File: src/hdl/wmod_pkg.sv
`default_nettype none
// ----------------------------------------------------------------------------
// wmod_pkg
// Shared types and constants for the window midrange open detector.
// ----------------------------------------------------------------------------
package wmod_pkg;

	localparam int WIN_DEPTH = 60;   // samples kept in the window
	localparam int MIN_FILL  = 5;    // samples needed before a closed verdict
	localparam int AREA_W    = 16;   // unsigned Q8.8
	localparam int IDX_W     = $clog2(WIN_DEPTH);
	localparam int CNT_W     = $clog2(WIN_DEPTH + 1);
	localparam logic [AREA_W-1:0] MIN_SEED_RST = 16'd25344;   // 99.0

	typedef enum logic {
		CMD_SAMPLE = 1'b0,
		CMD_CLEAR  = 1'b1
	} wmod_cmd_t;

	typedef struct packed {
		logic              cmd;
		logic [AREA_W-1:0] area_sample;
	} wmod_in_t;

	typedef struct packed {
		logic              is_open;
		logic [AREA_W-1:0] latest_area;
	} wmod_out_t;

	typedef enum logic [2:0] {
		ST_IDLE,
		ST_SCAN,
		ST_DRAIN,
		ST_WRITE,
		ST_DONE
	} wmod_state_t;

endpackage : wmod_pkg
`default_nettype wire

File: src/hdl/wmod_ram.sv
`default_nettype none
// ----------------------------------------------------------------------------
// wmod_ram
// Generic single-write, single-read RAM with registered read data.
// ----------------------------------------------------------------------------
module wmod_ram #(
	parameter int WIDTH = 16,
	parameter int DEPTH = 60
) (
	input  wire logic                     clk,
	input  wire logic                     we,
	input  wire logic [$clog2(DEPTH)-1:0] waddr,
	input  wire logic [WIDTH-1:0]         wdata,
	input  wire logic [$clog2(DEPTH)-1:0] raddr,
	output logic      [WIDTH-1:0]         rdata
);

	logic [WIDTH-1:0] mem_q [DEPTH];

	always_ff @(posedge clk) begin
		if (we) begin
			mem_q[waddr] <= wdata;
		end
		rdata <= mem_q[raddr];
	end

endmodule : wmod_ram
`default_nettype wire

File: src/hdl/window_midrange_open_detector_top.sv
`default_nettype none
// ----------------------------------------------------------------------------
// window_midrange_open_detector_top
// Judges an opening open or closed from its area against the midrange of a
// window of the last WIN_DEPTH area samples.
// ----------------------------------------------------------------------------
// Usage:
//   Input channel (in_valid / in_stall / in_word) carries one word per sample
//   or clear command. Output channel (out_valid / out_stall / out_word) gives
//   exactly one word per input word, in order.
//   cfg_we / cfg_data load min_seed; write it only while the block is idle.
// Sequence:
//   A sample word on a window holding N samples is scanned over its N slots
//   (one RAM read per cycle through the single read port), then passes a
//   drain step for the registered read and a write/evaluate step, then the
//   result is offered. An empty window goes straight to the write/evaluate
//   step; a clear command goes straight to the done state.
//   One word is in flight at a time; in_stall is high until the result is
//   taken, so a new word is accepted only once the last one is through.
// Reset:
//   arst_n clears the window (count and write slot to 0), the open flag to
//   closed and min_seed to 99.0. Window RAM contents are not cleared; only
//   slots already written are ever read.
// Backpressure:
//   While out_stall is high the result word holds and no new word is taken.
// ----------------------------------------------------------------------------
module window_midrange_open_detector_top (
	input  wire logic                      clk,
	input  wire logic                      arst_n,
	input  wire logic                      in_valid,
	output logic                           in_stall,
	input  wire wmod_pkg::wmod_in_t        in_word,
	output logic                           out_valid,
	input  wire logic                      out_stall,
	output wmod_pkg::wmod_out_t            out_word,
	input  wire logic                      cfg_we,
	input  wire logic [wmod_pkg::AREA_W-1:0] cfg_data
);

	import wmod_pkg::*;

	wmod_state_t state_q, state_nxt;

	logic [AREA_W-1:0] min_seed_q;
	logic [CNT_W-1:0]  held_count_q;
	logic [IDX_W-1:0]  write_slot_q;
	logic              open_flag_q;
	logic [AREA_W-1:0] area_q;
	logic [AREA_W-1:0] hi_q;
	logic [AREA_W-1:0] lo_q;
	logic [IDX_W-1:0]  rd_idx_q;
	logic              rd_vld_s1;
	wmod_out_t         out_q;
	logic              out_valid_q;

	logic [AREA_W-1:0] ram_rdata;
	logic              ram_we;
	logic              in_acc;
	logic              out_acc;
	logic              scan_last;
	logic [CNT_W-1:0]  held_next;
	logic [AREA_W:0]   mid_sum;
	logic [AREA_W+3:0] lhs;
	logic [AREA_W+3:0] rhs;
	logic              closed;

	wmod_ram #(
		.WIDTH(AREA_W),
		.DEPTH(WIN_DEPTH)
	) u_win_ram (
		.clk   (clk),
		.we    (ram_we),
		.waddr (write_slot_q),
		.wdata (area_q),
		.raddr (rd_idx_q),
		.rdata (ram_rdata)
	);

	assign in_acc    = in_valid && !in_stall;
	assign out_acc   = out_valid && !out_stall;
	assign scan_last = (CNT_W'(rd_idx_q) == held_count_q - CNT_W'(1));

	// held count after the append saturates at the window depth
	assign held_next = (held_count_q == CNT_W'(WIN_DEPTH)) ? held_count_q
	                                                      : held_count_q + CNT_W'(1);

	// closed when more than MIN_FILL samples are held after the append and 5*(max+min) > 12*area
	assign mid_sum = {1'b0, hi_q} + {1'b0, lo_q};
	assign lhs     = {1'b0, mid_sum, 2'b00} + {3'b000, mid_sum};
	assign rhs     = {1'b0, area_q, 3'b000} + {2'b00, area_q, 2'b00};
	assign closed  = (held_next > CNT_W'(MIN_FILL)) && (lhs > rhs);

	// Next state
	always_comb begin
		state_nxt = state_q;
		case (state_q)
			ST_IDLE: begin
				if (in_acc) begin
					if (in_word.cmd == CMD_CLEAR) begin
						state_nxt = ST_DONE;
					end else if (held_count_q == '0) begin
						state_nxt = ST_WRITE;
					end else begin
						state_nxt = ST_SCAN;
					end
				end
			end
			ST_SCAN: begin
				if (scan_last) begin
					state_nxt = ST_DRAIN;
				end
			end
			ST_DRAIN: state_nxt = ST_WRITE;
			ST_WRITE: state_nxt = ST_DONE;
			ST_DONE: begin
				if (out_acc) begin
					state_nxt = ST_IDLE;
				end
			end
			default: state_nxt = ST_IDLE;
		endcase
	end

	// Outputs
	always_comb begin
		in_stall = 1'b1;
		ram_we   = 1'b0;
		case (state_q)
			ST_IDLE:  in_stall = 1'b0;
			ST_WRITE: ram_we   = 1'b1;
			default: begin
				in_stall = 1'b1;
				ram_we   = 1'b0;
			end
		endcase
	end

	assign out_valid = out_valid_q;
	assign out_word  = out_q;

	always_ff @(posedge clk or negedge arst_n) begin
		if (!arst_n) begin
			state_q      <= ST_IDLE;
			min_seed_q   <= MIN_SEED_RST;
			held_count_q <= '0;
			write_slot_q <= '0;
			open_flag_q  <= 1'b0;
			rd_vld_s1    <= 1'b0;
			out_valid_q  <= 1'b0;
		end else begin
			state_q   <= state_nxt;
			rd_vld_s1 <= (state_q == ST_SCAN);
			if (cfg_we) begin
				min_seed_q <= cfg_data;
			end
			if (in_acc && in_word.cmd == CMD_CLEAR) begin
				held_count_q <= '0;
				write_slot_q <= '0;
				out_valid_q  <= 1'b1;
			end
			if (state_q == ST_WRITE) begin
				held_count_q <= held_next;
				write_slot_q <= (write_slot_q == IDX_W'(WIN_DEPTH - 1)) ? '0
				                                                        : write_slot_q + IDX_W'(1);
				open_flag_q  <= !closed;
				out_valid_q  <= 1'b1;
			end
			if (out_acc) begin
				out_valid_q <= 1'b0;
			end
		end
	end

	// Datapath: scan index, running max/min, result word
	always_ff @(posedge clk) begin
		if (in_acc) begin
			area_q   <= in_word.area_sample;
			hi_q     <= '0;
			lo_q     <= min_seed_q;
			rd_idx_q <= '0;
			if (in_word.cmd == CMD_CLEAR) begin
				out_q.is_open     <= open_flag_q;
				out_q.latest_area <= '0;
			end
		end
		if (state_q == ST_SCAN) begin
			rd_idx_q <= rd_idx_q + IDX_W'(1);
		end
		if (rd_vld_s1) begin
			if (ram_rdata > hi_q) begin
				hi_q <= ram_rdata;
			end
			if (ram_rdata < lo_q) begin
				lo_q <= ram_rdata;
			end
		end
		if (state_q == ST_WRITE) begin
			out_q.is_open     <= !closed;
			out_q.latest_area <= area_q;
		end
	end

	// Assertions
	a_held_bound: assert property (@(posedge clk) disable iff (!arst_n)
		held_count_q <= CNT_W'(WIN_DEPTH))
		else $error("held count beyond window depth");

	a_slot_tracks_count: assert property (@(posedge clk) disable iff (!arst_n)
		(held_count_q < CNT_W'(WIN_DEPTH)) |-> (CNT_W'(write_slot_q) == held_count_q))
		else $error("write slot out of step with held count");

	a_out_only_done: assert property (@(posedge clk) disable iff (!arst_n)
		out_valid |-> (state_q == ST_DONE))
		else $error("result offered outside done state");

	a_read_in_scan: assert property (@(posedge clk) disable iff (!arst_n)
		rd_vld_s1 |-> (state_q == ST_SCAN || state_q == ST_DRAIN))
		else $error("read data valid outside scan");

	a_taken_then_idle: assert property (@(posedge clk) disable iff (!arst_n)
		out_acc |=> (!out_valid && state_q == ST_IDLE))
		else $error("result not retired after being taken");

endmodule : window_midrange_open_detector_top
`default_nettype wire
File: config.mk
export PLATFORM = sky130hd
export DESIGN_NAME = window_midrange_open_detector_top
export DESIGN_NICKNAME = d
export VERILOG_FILES = /design/src/hdl/wmod_pkg.sv /design/src/hdl/wmod_ram.sv /design/src/hdl/window_midrange_open_detector_top.sv
export SDC_FILE = /design/constraint.sdc
export NUM_CORES = 1
export LEC_CHECK = 0
export BUFFER_PORTS_ARGS = -buffer_cell sky130_fd_sc_hd__clkbuf_2
export CAP_MARGIN = 20
export CORE_MARGIN = 2
export CORE_UTILIZATION = 35
export CTS_CLUSTER_DIAMETER = 30
export DETAILED_ROUTE_END_ITERATION = 16
export PLACE_DENSITY = 0.52
export SLEW_MARGIN = 20
export SYNTH_ARGS = -nofsm -noshare
export SYNTH_HDL_FRONTEND = slang
export SYNTH_HIERARCHICAL = 1
export SYNTH_SLANG_ARGS = --single-unit
File: constraint.sdc
create_clock -name clk -period 11.8 [get_ports clk]
set_clock_uncertainty 0.2 [all_clocks]
set_input_delay 1.18 -clock clk [delete_from_list [all_inputs] [get_ports clk]]
set_output_delay 1.18 -clock clk [all_outputs]
set_load 0.02 [all_outputs]
==> impl_results.md <==
- Count of synthesis-stage warnings from yosys: 6
- DRC: 0
- Endpoint of the lowest-slack register-to-register path: out_word[16]
- Share of layout cells above drive strength 1: 26.52%
- Power density cells: 296.6 nW/µm²
- Critical path peak fanout: 5
- Setup fix buffers added after clock tree synthesis: 0
- Number of H-tree levels: 4
- Distinct cell type count after synthesis: 72
- Register bit count reported by yosys: 1081
- Most common cell after layout, fill and taps aside: sky130_fd_sc_hd__edfxtp_1
- Hold bufs inserted after CTS: 0
- Worst endpoint data arrival time: 6.10 ns
- Critical register-to-register path startpoint: hi_q[0]
- CTS root buf: sky130_fd_sc_hd__clkbuf_16
- Basic-gate share of the synthesized area counting and, or, nand and nor cells: 3.655%
- Worst setup EP type: register
- Depth of the most critical reg-to-reg path: 25
- Mapped Nets: 2621
- Complex-gate fraction of the synthesized area: 6.018%
- Final critical delay including setup and external delays: 5.760 ns
- Critical path start-end classification: register to register
- Clock latency on the worst-skew pair: 0.79 ns
- Hold Crit Depth: 2
- Number of global-route vias before repair: 26070
- CTS sink count: 1081
- # setup viols final: 0
- Area growth from synthesis to layout: 22.55%
- Required time of the critical path: 12.14 ns
- Worst vdd rail ir drop: 216.5 µV
- Outcome: finished clean
- Total congestion overflow after global routing: 0
- Main flop type after synthesis: sky130_fd_sc_hd__edfxtp_1
- Number of enable-type register cells in the synthesized netlist: 999
- Top library cells by usage in the layout, fill and taps aside: sky130_fd_sc_hd__edfxtp_1 (999), sky130_fd_sc_hd__clkbuf_16 (226), sky130_fd_sc_hd__mux4_2 (201)
- Max transition margin: 25.68%
- Die area: 130800 µm²
- Max Transition Viols Final: 0
- Via count of the routed design: 24840
- Wire length after detailed routing: 120200 µm
- First-pass GRT wire length: 175700 µm
- Effective utilization at floorplan: 35.21%
- Clock buffer depth: 3
- Post-synthesis cell area: 44780 µm²
- Terminating pin of the worst hold path: hi_q[0]
- Count of nets after finishing: 2879
- Xor/xnor cell area share of the yosys netlist: 1.076%
- Beginning of the worst hold path: hi_q[0]
- Detailed Place HPWL: 71890 µm
- Portion of the post-synthesis area used by sequential elements: 71.05%
- Highest clock rate: 0.1736 GHz
- Hold Path Class: register to register
- Sum of negative setup slack: 0 ns
- # Max-Cap Violations: 0
- Final hold violations: 0
- Overall global routing resource usage: 18.36%
- I/O Buffers: 56
- Setup repair after global routing missed its margin: no
- Final routed wire length divided by cell count: 26.15 µm
- Number of antenna violations at the first check in global routing: 3
- Post-Synth Adder-Cell Area: 2.956%
- Mean area per synthesized cell: 18.06 µm²
- Final clock period utilization by the worst path: 48.82%
- Die span in y: 361.7 µm
- Dominant combinational cell family by area after synthesis: multiplexers
- Final Core Density: 43.15%
- Number of resized instances in the post-cts repair step: 0
- Rows: 131
- Die width: 361.7 µm
- Proportion of register bits with asynchronous set or reset after synthesis: 3.145%
- Mapped Cells: 2479
- Pin count of the biggest net entering global routing: 110
- # IOs: 57
- Total leakage power: 18.79 nW
- Placeable core region: 127200 µm²
- Number of search-and-repair iterations in the first detailed-routing pass: 7
- Share of synthesized area spent on multiplexers: 13.36%
- Number of nets with antenna violations after detailed routing: 0
- Actual slew at the worst max-slew pin: 1.111 ns
- Starting DRC count in detailed routing: 2163
- CTS Buf Count: 225
- Clock-pin transition on the worst setup and hold timing paths: 0.05 ns
- Routability congestion estimate: 0.8588
- Flop-to-flop setup slack: 6.04 ns
- TritonCTS clock tree: yes
- Startpoint Class: register
- Via/cell ratio: 5.407
[final cells by class]
cell class              count  area, µm²
flip-flops and latches   1081      31820
fillers                 11090      72310
well taps                1662       2079
clock inverters           142       1570
inverters                  64      240.2
diodes                      2      5.005
multi-input cells        1217      12210
repair buffers            148       1016
clock buffers             278       5941
[flip-flops by register name (all words and copies together), names as in the netlist]
name	cells
area_q	16
held_count_q	6
hi_q	16
lo_q	16
min_seed_q	16
open_flag_q	1
out_valid	1
out_word	17
rd_idx_q	6
rd_vld_s1	1
state_q	3
u_win_ram/mem_q	960
u_win_ram/rdata	16
write_slot_q	6
[kinds of logic after synthesis]
family / after synthesis
xor gates and xnor gates: 55
adders and majority gates: 104
buffers and inverters: 181
and+or+nand+nor: 341
muxes: 339
DFF: 1081
AOI/OAI and AO/OA: 378
[cell usage after synthesis, types with 48 or more instances]
cell type / instances / area, µm²
sky130_fd_sc_hd__nand2_1: 76 / 285.3
sky130_fd_sc_hd__dfxtp_1: 48 / 960.9
sky130_fd_sc_hd__nor2_1: 104 / 390.4
sky130_fd_sc_hd__a221oi_1: 54 / 473.0
sky130_fd_sc_hd__clkbuf_1: 56 / 210.2
sky130_fd_sc_hd__a21oi_1: 59 / 295.3
sky130_fd_sc_hd__ha_1: 101 / 1264
sky130_fd_sc_hd__inv_1: 63 / 236.5
sky130_fd_sc_hd__mux4_2: 201 / 4527
sky130_fd_sc_hd__mux2i_1: 107 / 1071
sky130_fd_sc_hd__o21ai_0: 69 / 345.3
sky130_fd_sc_hd__edfxtp_1: 999 / 30000
[metrics by stage]
stage / hold slack (ns) / instance area [µm²] / instances / total power, mW / worst slack, ns
CTS: 0.2985 / 54820 / 4590 / 16.40 / 6.068
detailed placement: 0.2920 / 47310 / 4170 / 10.23 / 6.073
finish: 0.2987 / 54880 / 4594 / 16.28 / 6.040
global placement: 0.2708 / 47300 / 4170 / 10.14 / 6.157
global route: 0.3284 / 54870 / 4592 / 17.08 / 5.620
floorplan: 0.2564 / 44780 / 2479 / 8.549 / 6.755
[metal layers]
| layer | vias up | routed length, µm | track usage, % |
|---|---|---|---|
| met1 | 13110 | 48840 | 23.37 |
| li1 | 10690 | - | - |
| met3 | 196 | 7682 | 4.085 |
| met2 | 845 | 60170 | 30.88 |
| met4 | 0 | 3470 | 6.479 |
| met5 | - | 0 | 0 |
[critical path, cell delays in order (launching register included)]
cell and delay [ns]:
sky130_fd_sc_hd__dfxtp_1 0.36, sky130_fd_sc_hd__ha_1 0.23, sky130_fd_sc_hd__inv_1 0.08, sky130_fd_sc_hd__fa_1 0.42, sky130_fd_sc_hd__nor2b_1 0.19, sky130_fd_sc_hd__o211ai_1 0.11, sky130_fd_sc_hd__a21boi_1 0.26, sky130_fd_sc_hd__a21oi_1 0.10
sky130_fd_sc_hd__nand4b_1 0.20, sky130_fd_sc_hd__a31oi_1 0.22, sky130_fd_sc_hd__xnor2_1 0.18, sky130_fd_sc_hd__ha_1 0.33, sky130_fd_sc_hd__a21oi_1 0.18, sky130_fd_sc_hd__nand2_1 0.08, sky130_fd_sc_hd__a21oi_1 0.18, sky130_fd_sc_hd__nor2_1 0.06
sky130_fd_sc_hd__a211o_1 0.29, sky130_fd_sc_hd__a31o_1 0.25, sky130_fd_sc_hd__and3_1 0.19, sky130_fd_sc_hd__ha_1 0.29, sky130_fd_sc_hd__nand4_1 0.17, sky130_fd_sc_hd__nor4_1 0.39, sky130_fd_sc_hd__o21ai_0 0.18, sky130_fd_sc_hd__nand2_1 0.10
sky130_fd_sc_hd__a2111oi_0 0.06, sky130_fd_sc_hd__o22a_1 0.21
[worst max path at each step]
stage                     startpoint            to  slack, ns  depth (start not counted)
after detailed placement     hi_q[0]  out_word[16]       6.07                         25
after CTS                    hi_q[0]  out_word[16]       6.07                         25
after global placement       hi_q[0]  out_word[16]       6.16                         25
final                        hi_q[0]  out_word[16]       6.04                         25
after floorplan              hi_q[0]  out_word[16]       6.75                         25
after global routing         hi_q[0]  out_word[16]       5.62                         25
[power by group]
part           switching (mW)  internal (mW)  total [mW]
logic                    3.26           2.18        5.44
registers               0.195           4.54        4.73
clock network            2.05           4.05        6.10
total                    5.51           10.8        16.3
No activity file was read; power rests on OpenSTA's default activity.
